[config.mk]
export PLATFORM = sky130hd
export DESIGN_NAME = capture_period_to_motor_speed_flat
export DESIGN_NICKNAME = d
export VERILOG_FILES = /design/src/sv/cpms_pkg.sv /design/src/sv/cpms_if.sv /design/src/sv/cpms_sdiv.sv /design/src/sv/capture_period_to_motor_speed.sv /design/src/flat_wrapper.sv
export VERILOG_INCLUDE_DIRS = /design/src /design/src/sv
export SDC_FILE = /design/constraint.sdc
export NUM_CORES = 1
export LEC_CHECK = 0
export BUFFER_PORTS_ARGS = -buffer_cell sky130_fd_sc_hd__buf_2
export CORE_UTILIZATION = 58
export CTS_BUF_LIST = sky130_fd_sc_hd__clkbuf_16
export CTS_CLUSTER_DIAMETER = 150
export DETAILED_ROUTE_END_ITERATION = 8
export PLACE_DENSITY = 0.88
export SYNTH_ARGS = -nofsm -noshare
export SYNTH_HDL_FRONTEND = slang
export SYNTH_SLANG_ARGS = --single-unit
export TNS_END_PERCENT = 5
[constraint.sdc]
create_clock -name i_clk -period 6.6 [get_ports i_clk]
set_input_delay 1.65 -clock i_clk [delete_from_list [all_inputs] [get_ports i_clk]]
set_output_delay 1.65 -clock i_clk [all_outputs]
set_load 0.02 [all_outputs]
[src/sv/assert_macros.svh]
`ifndef ASSERT_MACROS_SVH
`define ASSERT_MACROS_SVH

// Concurrent check on the rising clock edge, switched off while reset is low.
`define ASSERT_CLK(lbl, prop, msg) \
    lbl: assert property (@(posedge i_clk) disable iff (!i_rst_n) prop) else $error(msg);

// Same-cycle implication written on top of the plain check.
`define ASSERT_IMPL(lbl, ante, cons, msg) \
    `ASSERT_CLK(lbl, (ante) |-> (cons), msg)

`endif

[src/sv/cpms_pkg.sv]
`timescale 1ns / 1ps

package cpms_pkg;

    localparam int PERIOD_W = 16;
    localparam int RATIO_W  = 12;
    localparam int ROT_W    = 28;
    localparam int LIN_W    = 25;

    // Divider datapath: divisor and remainder span period * 6 * ratio.
    localparam int REM_W = 31;
    localparam int NUM_W = 39;
    localparam int CNT_W = 5;

    localparam logic [RATIO_W-1:0] RATIO_RESET = RATIO_W'(1);

    localparam logic [29:0]      RATE_NUM  = 30'd1000000000;
    localparam logic [REM_W-1:0] RATE_REM  = REM_W'(RATE_NUM[29:28]);
    localparam logic [NUM_W-1:0] RATE_LOW  = {RATE_NUM[27:0], 11'd0};
    localparam logic [CNT_W-1:0] RATE_STEPS = CNT_W'(28);

    localparam logic [10:0]      LIN_NUM   = 11'd1413;
    localparam logic [REM_W-1:0] LIN_DEN   = REM_W'(10000);
    localparam logic [CNT_W-1:0] LIN_STEPS = CNT_W'(26);

    typedef enum logic [2:0] {
        ST_IDLE,
        ST_MUL,
        ST_DIV1,
        ST_LIN,
        ST_DIV2,
        ST_DONE
    } t_state;

    typedef struct packed {
        logic             start;
        logic [REM_W-1:0] rem;
        logic [NUM_W-1:0] num;
        logic [REM_W-1:0] divisor;
        logic [CNT_W-1:0] steps;
    } t_div_req;

endpackage

[src/sv/cpms_if.sv]
`timescale 1ns / 1ps

interface cpms_cap_if;
    import cpms_pkg::*;
    logic                valid;
    logic                ready;
    logic [PERIOD_W-1:0] capture_stamp;
    modport source (output valid, output capture_stamp, input ready);
    modport sink   (input valid, input capture_stamp, output ready);
endinterface

interface cpms_cfg_if;
    import cpms_pkg::*;
    logic               valid;
    logic               ready;
    logic [RATIO_W-1:0] reduction_ratio;
    modport source (output valid, output reduction_ratio, input ready);
    modport sink   (input valid, input reduction_ratio, output ready);
endinterface

interface cpms_spd_if;
    import cpms_pkg::*;
    logic                valid;
    logic                ready;
    logic [PERIOD_W-1:0] period_ticks;
    logic                speed_valid;
    logic [ROT_W-1:0]    rotation_milli_rps;
    logic [LIN_W-1:0]    linear_speed;
    modport source (output valid, output period_ticks, output speed_valid,
                    output rotation_milli_rps, output linear_speed, input ready);
    modport sink   (input valid, input period_ticks, input speed_valid,
                    input rotation_milli_rps, input linear_speed, output ready);
endinterface

[src/sv/cpms_sdiv.sv]
`timescale 1ns / 1ps

`include "assert_macros.svh"

module cpms_sdiv
    import cpms_pkg::*;
(
    input  logic             i_clk,
    input  logic             i_rst_n,
    input  t_div_req         i_req,
    output logic             o_busy,
    output logic [ROT_W-1:0] o_quo
);

    logic [REM_W-1:0] r_rem, n_rem;
    logic [NUM_W-1:0] r_num, n_num;
    logic [REM_W-1:0] r_div, n_div;
    logic [ROT_W-1:0] r_quo, n_quo;
    logic [CNT_W-1:0] r_cnt, n_cnt;
    logic [REM_W:0]   w_trial;
    logic [REM_W:0]   w_diff;
    logic             w_ge;

    // Restoring division, one quotient bit per cycle; dividend bits enter MSB first.
    always_comb begin
        w_trial = {r_rem, r_num[NUM_W-1]};
        w_diff  = w_trial - {1'b0, r_div};
        w_ge    = (w_trial >= {1'b0, r_div});
        n_rem   = r_rem;
        n_num   = r_num;
        n_div   = r_div;
        n_quo   = r_quo;
        n_cnt   = r_cnt;
        if (i_req.start) begin
            n_rem = i_req.rem;
            n_num = i_req.num;
            n_div = i_req.divisor;
            n_quo = '0;
            n_cnt = i_req.steps;
        end else if (r_cnt != '0) begin
            n_rem = w_ge ? w_diff[REM_W-1:0] : w_trial[REM_W-1:0];
            n_num = {r_num[NUM_W-2:0], 1'b0};
            n_quo = {r_quo[ROT_W-2:0], w_ge};
            n_cnt = r_cnt - CNT_W'(1);
        end
    end

    always_ff @(posedge i_clk) begin
        if (!i_rst_n) begin
            r_cnt <= '0;
        end else begin
            r_cnt <= n_cnt;
        end
        r_rem <= n_rem;
        r_num <= n_num;
        r_div <= n_div;
        r_quo <= n_quo;
    end

    assign o_busy = (r_cnt != '0);
    assign o_quo  = r_quo;

    `ASSERT_IMPL(a_start_idle, i_req.start, !o_busy, "divider started while busy")
    `ASSERT_IMPL(a_div_nonzero, o_busy, r_div != '0, "divider running with zero divisor")

endmodule

[src/sv/capture_period_to_motor_speed.sv]
`timescale 1ns / 1ps

// Capture-period tachometer. Timer stamps arrive on i_cap and are taken in
// pairs: the first stamp of a pair is stored, the second forms the period
// (difference modulo 65536) and starts the speed calculation. One result per
// pair leaves on o_spd; the first stamp of a pair yields nothing.
// i_cfg writes the gearbox reduction ratio (a value of 0 acts as 1); it is
// always ready and should be written only while the block is idle.
// A first stamp is only stored. A second stamp keeps the block busy
// through one multiply, a 28-step serial division of 1e9 by
// period * 6 * ratio, a second multiply and a 26-step division by 10000,
// all on one bit-serial divider. A zero period goes straight to the output.
// Results sit in an output register; i_cap.ready stays high while a result
// waits there, but a finished calculation holds until that register is free,
// so a stalled receiver eventually stalls the capture channel.
// Reset clears the pair phase, sets the ratio to 1 and empties the output.
`include "assert_macros.svh"

module capture_period_to_motor_speed
    import cpms_pkg::*;
(
    input  logic          i_clk,
    input  logic          i_rst_n,
    cpms_cap_if.sink      i_cap,
    cpms_cfg_if.sink      i_cfg,
    cpms_spd_if.source    o_spd
);

    t_state               r_state, n_state;
    logic                 r_phase, n_phase;
    logic [PERIOD_W-1:0]  r_first, n_first;
    logic [PERIOD_W-1:0]  r_period, n_period;
    logic [RATIO_W-1:0]   r_ratio;
    logic [ROT_W-1:0]     r_rot, n_rot;
    logic [LIN_W-1:0]     r_lin, n_lin;
    logic                 r_sv, n_sv;
    logic                 r_o_valid, n_o_valid;
    logic [PERIOD_W-1:0]  r_o_period, n_o_period;
    logic                 r_o_sv, n_o_sv;
    logic [ROT_W-1:0]     r_o_rot, n_o_rot;
    logic [LIN_W-1:0]     r_o_lin, n_o_lin;

    t_div_req             w_req;
    logic                 w_div_busy;
    logic [ROT_W-1:0]     w_quo;
    logic                 w_cap_xfer;
    logic [PERIOD_W-1:0]  w_diff;
    logic [RATIO_W-1:0]   w_ratio;
    logic [PERIOD_W+2:0]  w_p6;
    logic [REM_W-1:0]     w_divisor;
    logic [NUM_W-1:0]     w_scaled;

    cpms_sdiv u_sdiv (
        .i_clk   (i_clk),
        .i_rst_n (i_rst_n),
        .i_req   (w_req),
        .o_busy  (w_div_busy),
        .o_quo   (w_quo)
    );

    assign i_cap.ready = (r_state == ST_IDLE);
    assign i_cfg.ready = 1'b1;
    assign w_cap_xfer  = i_cap.valid && i_cap.ready;
    assign w_diff      = i_cap.capture_stamp - r_first;
    assign w_ratio     = (r_ratio == '0) ? RATIO_RESET : r_ratio;
    assign w_p6        = {1'b0, r_period, 2'b00} + {2'b00, r_period, 1'b0};
    assign w_divisor   = REM_W'(w_p6) * REM_W'(w_ratio);
    assign w_scaled    = NUM_W'(r_rot) * NUM_W'(LIN_NUM);

    always_ff @(posedge i_clk) begin
        if (!i_rst_n) begin
            r_state <= ST_IDLE;
        end else begin
            r_state <= n_state;
        end
    end

    // Every 16-bit nonzero period passes the plausibility check, since
    // 1e7 / 65535 is still above 150; a nonzero period is therefore valid.
    always_comb begin
        n_state    = r_state;
        n_phase    = r_phase;
        n_first    = r_first;
        n_period   = r_period;
        n_rot      = r_rot;
        n_lin      = r_lin;
        n_sv       = r_sv;
        n_o_valid  = r_o_valid && !o_spd.ready;
        n_o_period = r_o_period;
        n_o_sv     = r_o_sv;
        n_o_rot    = r_o_rot;
        n_o_lin    = r_o_lin;
        w_req      = '0;
        unique case (r_state)
            ST_IDLE: begin
                if (w_cap_xfer) begin
                    if (!r_phase) begin
                        n_first = i_cap.capture_stamp;
                        n_phase = 1'b1;
                    end else begin
                        n_phase  = 1'b0;
                        n_period = w_diff;
                        n_rot    = '0;
                        n_lin    = '0;
                        n_sv     = 1'b0;
                        n_state  = (w_diff == '0) ? ST_DONE : ST_MUL;
                    end
                end
            end
            ST_MUL: begin
                w_req.start   = 1'b1;
                w_req.rem     = RATE_REM;
                w_req.num     = RATE_LOW;
                w_req.divisor = w_divisor;
                w_req.steps   = RATE_STEPS;
                n_state       = ST_DIV1;
            end
            ST_DIV1: begin
                if (!w_div_busy) begin
                    n_rot   = w_quo;
                    n_state = ST_LIN;
                end
            end
            ST_LIN: begin
                // The top 13 bits of the product stay below 10000, so they seed the remainder.
                w_req.start   = 1'b1;
                w_req.rem     = REM_W'(w_scaled[NUM_W-1:26]);
                w_req.num     = {w_scaled[25:0], 13'd0};
                w_req.divisor = LIN_DEN;
                w_req.steps   = LIN_STEPS;
                n_state       = ST_DIV2;
            end
            ST_DIV2: begin
                if (!w_div_busy) begin
                    n_lin   = w_quo[LIN_W-1:0];
                    n_sv    = 1'b1;
                    n_state = ST_DONE;
                end
            end
            ST_DONE: begin
                if (!r_o_valid || o_spd.ready) begin
                    n_o_valid  = 1'b1;
                    n_o_period = r_period;
                    n_o_sv     = r_sv;
                    n_o_rot    = r_rot;
                    n_o_lin    = r_lin;
                    n_state    = ST_IDLE;
                end
            end
            default: begin
                n_state = ST_IDLE;
            end
        endcase
    end

    always_ff @(posedge i_clk) begin
        if (!i_rst_n) begin
            r_phase   <= 1'b0;
            r_first   <= '0;
            r_ratio   <= RATIO_RESET;
            r_o_valid <= 1'b0;
        end else begin
            r_phase   <= n_phase;
            r_first   <= n_first;
            r_o_valid <= n_o_valid;
            if (i_cfg.valid && i_cfg.ready) begin
                r_ratio <= i_cfg.reduction_ratio;
            end
        end
        r_period   <= n_period;
        r_rot      <= n_rot;
        r_lin      <= n_lin;
        r_sv       <= n_sv;
        r_o_period <= n_o_period;
        r_o_sv     <= n_o_sv;
        r_o_rot    <= n_o_rot;
        r_o_lin    <= n_o_lin;
    end

    assign o_spd.valid              = r_o_valid;
    assign o_spd.period_ticks       = r_o_period;
    assign o_spd.speed_valid        = r_o_sv;
    assign o_spd.rotation_milli_rps = r_o_rot;
    assign o_spd.linear_speed       = r_o_lin;

    `ASSERT_IMPL(a_invalid_zero, o_spd.valid && !o_spd.speed_valid,
        (o_spd.rotation_milli_rps == '0) && (o_spd.linear_speed == '0),
        "invalid result carries nonzero speed")
    `ASSERT_IMPL(a_valid_period, o_spd.valid && o_spd.speed_valid,
        o_spd.period_ticks != '0, "speed reported for a zero period")
    `ASSERT_IMPL(a_cap_idle, w_cap_xfer, !w_div_busy,
        "capture transfer while the divider runs")
    `ASSERT_CLK(a_phase_flip, w_cap_xfer |=> (r_phase != $past(r_phase)),
        "pair phase did not advance on a capture transfer")

endmodule
[src/flat_wrapper.sv]
// flat-port wrapper written by rule: the top's interface ports become plain ports
module capture_period_to_motor_speed_flat import cpms_pkg::*;
  (i_clk, i_rst_n, i_cap_valid, i_cap_capture_stamp, i_cap_ready, i_cfg_valid, i_cfg_reduction_ratio, i_cfg_ready, o_spd_valid, o_spd_period_ticks, o_spd_speed_valid, o_spd_rotation_milli_rps, o_spd_linear_speed, o_spd_ready);
  cpms_cap_if i_cap_i ();
  cpms_cfg_if i_cfg_i ();
  cpms_spd_if o_spd_i ();
  input  logic i_clk;
  input  logic i_rst_n;
  input wire logic [$bits(i_cap_i.valid)-1:0] i_cap_valid;
  input wire logic [$bits(i_cap_i.capture_stamp)-1:0] i_cap_capture_stamp;
  output wire logic [$bits(i_cap_i.ready)-1:0] i_cap_ready;
  input wire logic [$bits(i_cfg_i.valid)-1:0] i_cfg_valid;
  input wire logic [$bits(i_cfg_i.reduction_ratio)-1:0] i_cfg_reduction_ratio;
  output wire logic [$bits(i_cfg_i.ready)-1:0] i_cfg_ready;
  output wire logic [$bits(o_spd_i.valid)-1:0] o_spd_valid;
  output wire logic [$bits(o_spd_i.period_ticks)-1:0] o_spd_period_ticks;
  output wire logic [$bits(o_spd_i.speed_valid)-1:0] o_spd_speed_valid;
  output wire logic [$bits(o_spd_i.rotation_milli_rps)-1:0] o_spd_rotation_milli_rps;
  output wire logic [$bits(o_spd_i.linear_speed)-1:0] o_spd_linear_speed;
  input wire logic [$bits(o_spd_i.ready)-1:0] o_spd_ready;
  assign i_cap_i.valid = i_cap_valid;
  assign i_cap_i.capture_stamp = i_cap_capture_stamp;
  assign i_cap_ready = i_cap_i.ready;
  assign i_cfg_i.valid = i_cfg_valid;
  assign i_cfg_i.reduction_ratio = i_cfg_reduction_ratio;
  assign i_cfg_ready = i_cfg_i.ready;
  assign o_spd_valid = o_spd_i.valid;
  assign o_spd_period_ticks = o_spd_i.period_ticks;
  assign o_spd_speed_valid = o_spd_i.speed_valid;
  assign o_spd_rotation_milli_rps = o_spd_i.rotation_milli_rps;
  assign o_spd_linear_speed = o_spd_i.linear_speed;
  assign o_spd_i.ready = o_spd_ready;
  capture_period_to_motor_speed u_core (.i_clk(i_clk), .i_rst_n(i_rst_n), .i_cap(i_cap_i), .i_cfg(i_cfg_i), .o_spd(o_spd_i));
endmodule
==> metrics.md <==
| Metric | Value |
|---|---|
| Outcome | finished, violations left |
| Failing checks | negative setup slack |
| Clock sinks | roughly 290 |
| Setup violations, final | 15 |
| Top-count cell post-synth | inv_1 |
| CTS tree | done |
| Hold WS | about 0.42 ns |
| Internal power | between 7 and 8 mW |
| Global route total overflow | 0 |
| Final ANT Viol Nets | 0 |
| CP max-delay cell | fa_1 |
| N_diodes | 0 |
| Die H | 211 um |
| Post-DP Area | around 27000 um2 |
| RSZ-0062 raised after global routing | yes |
| Post-DP HPWL | approximately 45000 um |
| Most common library cells after synthesis | inv_1, nand2_1, ha_1, fa_1, edfxtp_1 |
| Seq cells post-synth | about 290 |
| Post-synth cell types | 86 |
| Reg clk slew, reported paths | approximately 0.060 ns |
| Routed len/inst | 17.6 um |
| Num CTS Buffers | 31 |
| Crit share post-route | 1.09 |
| DRC Markers | 0 |
| FP Rows | 76 |
| Worst-Skew Late Latency | around 0.6 ns |
| Fraction of layout cells with a size suffix above 1 | 0.136 |
| Main flop type after synthesis | edfxtp_1 |
| Maximum VDD drop | 0.000343 V |
| Max incr delay on CP | around 0.55 ns |
| Fin worst setup slack | -0.563 ns |
| Design area | about 29000 um2 |
| Routed WL | approximately 59000 um |
| Clock power share | 0.147 |
| Share of the synthesized area in the top cell type | 0.268 |
| First-pass GRT wire length | between 90000 and 100000 um |
| Final #Nets | 3268 |
| Post-synth net total | a little over 3000 |
| EDFF count, synth | approximately 230 |
| Top cells by area, synth | edfxtp_1, fa_1, ha_1, inv_1, dfxtp_1 |
| Vias in the first global route | between 20000 and 25000 |
| Max Fclk | ~140 MHz |
| Min Tclk post-route | around 7.2 ns |
| Fin. max-slew vios | 0 |
| Pwr dens | roughly 450 nW/um2 |
| Filler cell count in the final layout | between 3000 and 4000 |
| P_leak | between 10 and 15 nW |
| All-layer global routing usage | 0.275 |
| Sequential fraction of the synthesis area | 0.320 |
| Starting Density | 0.588 |
| Vias per inst | 5.66 |
| Drt initial violations | 1117 |
| Setup crit end kind | register |
| Max-cap violations | 0 |
| # hold bufs at CTS | 0 |
| Top cell by count, worst path | fa_1 |
| TNS Setup | -4.80 ns |
| Worst-case clock buffer depth | 3 |
| Final Hold Fails | 0 |
| Die width | approximately 210 um |
| Net Switching | roughly 5.7 mW |
| First-pass DRT Iterations | 6 |
| Combinational share of power | 0.638 |
| Core Region | 43200 um2 |
| Area grow syn2layout | 12.8% |
| Root buffer cell | clkbuf_16 |
| Worst R2R Path Depth | 31 |
| Vias | 19051 |
| Worst EP required | 6.92 ns |
| Placer Congestion | between 0.9 and 1 |
| Max Clock Skew | between 0.008 and 0.009 ns |
| Worst setup SP type | register |
| Yosys warns | 0 |
| H-tree levels | 1 |
| Worst-Margin Slew | between 1 and 1.5 ns |
| Max-slew headroom | 0.254 |
| Synth area leader | edfxtp_1 |
| Design Power | roughly 13 mW |
| Initial antenna violation count | 0 |
| Switch share | 0.442 |
| Syn Inst Count | around 2600 |
| Worst min-delay path class | register to register |
| # port buffers | 104 |
| Hold path depth | 0 |
| Crit path kind | register to register |
| I/O Pins | ~110 |
| Largest net degree at the start of global routing | 71 |
| Flop pwr share | 0.215 |
| WP data arrival | between 7 and 8 ns |
| Syn_area_per_cell | 9.83 um2 |
| Worst-path fanout max | 3 |
| Die footprint | 44600 um2 |
| Synth Cell Area | approximately 25000 um2 |
| Asr flop ratio synth | 0 |
-- final timing paths --
kind,startpoint,endpoint,slack [ns]
max,u_core.r_period[1],u_core.u_sdiv.r_div[30],-0.56
min,u_core.r_lin[8],u_core.o_spd.linear_speed[8],0.42
max reg2reg,u_core.r_period[1],u_core.u_sdiv.r_div[30],-0.56
min reg2reg,u_core.r_lin[8],u_core.o_spd.linear_speed[8],0.42
-- cell usage in the layout (no fill, tap or decap), types with 6 or more instances in the layout --
cell / instances
fa_1: 227
nor3_1: 24
a21boi_0: 23
o21ai_0: 54
inv_1: 406
nor2b_1: 29
xor2_1: 39
clkbuf_16: 31
dfxtp_1: 66
nand3_1: 32
a21oi_2: 12
o21a_1: 25
o21ai_1: 12
and2_1: 155
nand2b_1: 27
buf_2: 104
a31oi_1: 14
or3_1: 8
a21o_1: 44
a21oi_1: 140
a211oi_1: 16
edfxtp_1: 227
nor2_1: 106
ha_1: 244
o21bai_1: 16
buf_4: 130
and3_1: 14
o22ai_1: 7
mux2i_1: 13
nand4_1: 12
nand2_1: 291
xnor2_2: 6
nor4_1: 6
nand2_2: 9
clkinv_2: 10
bufinv_16: 7
xnor2_1: 57
ha_4: 7
a31o_2: 7
-- metal layers --
metal / share of wire / GRT usage / routed length (um) / up-vias
met1: 0.38 / 0.317 / 22800 / 9256
met5: 0 / 0 / 0 / -
met4: 0.044 / 0.123 / 2620 / 0
met2: 0.52 / 0.507 / 30800 / 698
li1: - / - / - / 8891
met3: 0.052 / 0.0348 / 3070 / 206
-- flip-flops by register name, summed over array words and instances, names as in the netlist, 3 cells and up --
signal / cells
u_core.u_sdiv.r_num: 26
u_core.r_state: 3
u_core.u_sdiv.r_rem: 31
u_core.r_first: 16
u_core.o_spd.linear_speed: 25
u_core.r_lin: 25
u_core.u_sdiv.r_div: 30
u_core.o_spd.period_ticks: 16
u_core.r_period: 16
u_core.o_spd.rotation_milli_rps: 28
u_core.u_sdiv.o_quo: 28
u_core.r_ratio: 12
u_core.r_rot: 28
u_core.u_sdiv.r_cnt: 5
-- power groups by stage --
stage	registers [mW]	logic [mW]	clock network, mW
2_1_floorplan	2.70	5.85	0
3_3_place_gp	2.79	7.59	0
3_5_place_dp	2.80	7.94	0
4_1_cts	2.77	8.08	1.92
5_1_grt	2.81	9.15	1.98
6_report	2.78	8.22	1.89
-- cell type report --
cell class,count,area [um2],share of cell area
Clock inverter,27,328,0.0114
Sequential cell,293,8140,0.284
Clock buffer,31,776,0.0271
Timing Repair Buffer,234,1500,0.0522
Tap cell,585,732,0.0255
Multi-Input combinational cell,1784,15600,0.546
Inverter,410,1540,0.0538
-- cells by family after synthesis --
group           Yosys count  share of synthesized area
simple gates            746                      0.143
buf+inv                 507                     0.0767
fa+ha+maj               481                      0.305
compound gates          440                      0.114
flops                   293                      0.320
xor+xnor                102                     0.0352
mux                      14                    0.00572
other cells               1                   0.000148
-- what timing repair did --
action                                  4_1_cts  5_1_grt
endpoints found under the setup margin       16       18
pin swaps                                    29       14
resized for setup                            17       12
setup buffers                                 7        3
-- stage by stage --
stage	utilization	worst slack, ns	cells
4_1_cts	0.662	-0.498	3361
3_3_place_gp	0.633	-0.566	3296
6_report	0.664	-0.563	3364
3_5_place_dp	0.633	-0.824	3296
5_1_grt	0.664	-0.859	3364
2_1_floorplan	-	-0.150	2584
-- worst max-delay path: cells and delay by family (launching register included) --
kind,cells,cell delay (ns)
xor+xnor,2,0.32
compound gates,8,1.47
buf+inv,6,0.52
flops,1,0.43
fa+ha+maj,8,3.28
simple gates,7,0.86
No activity file was read; power rests on OpenSTA's default activity.
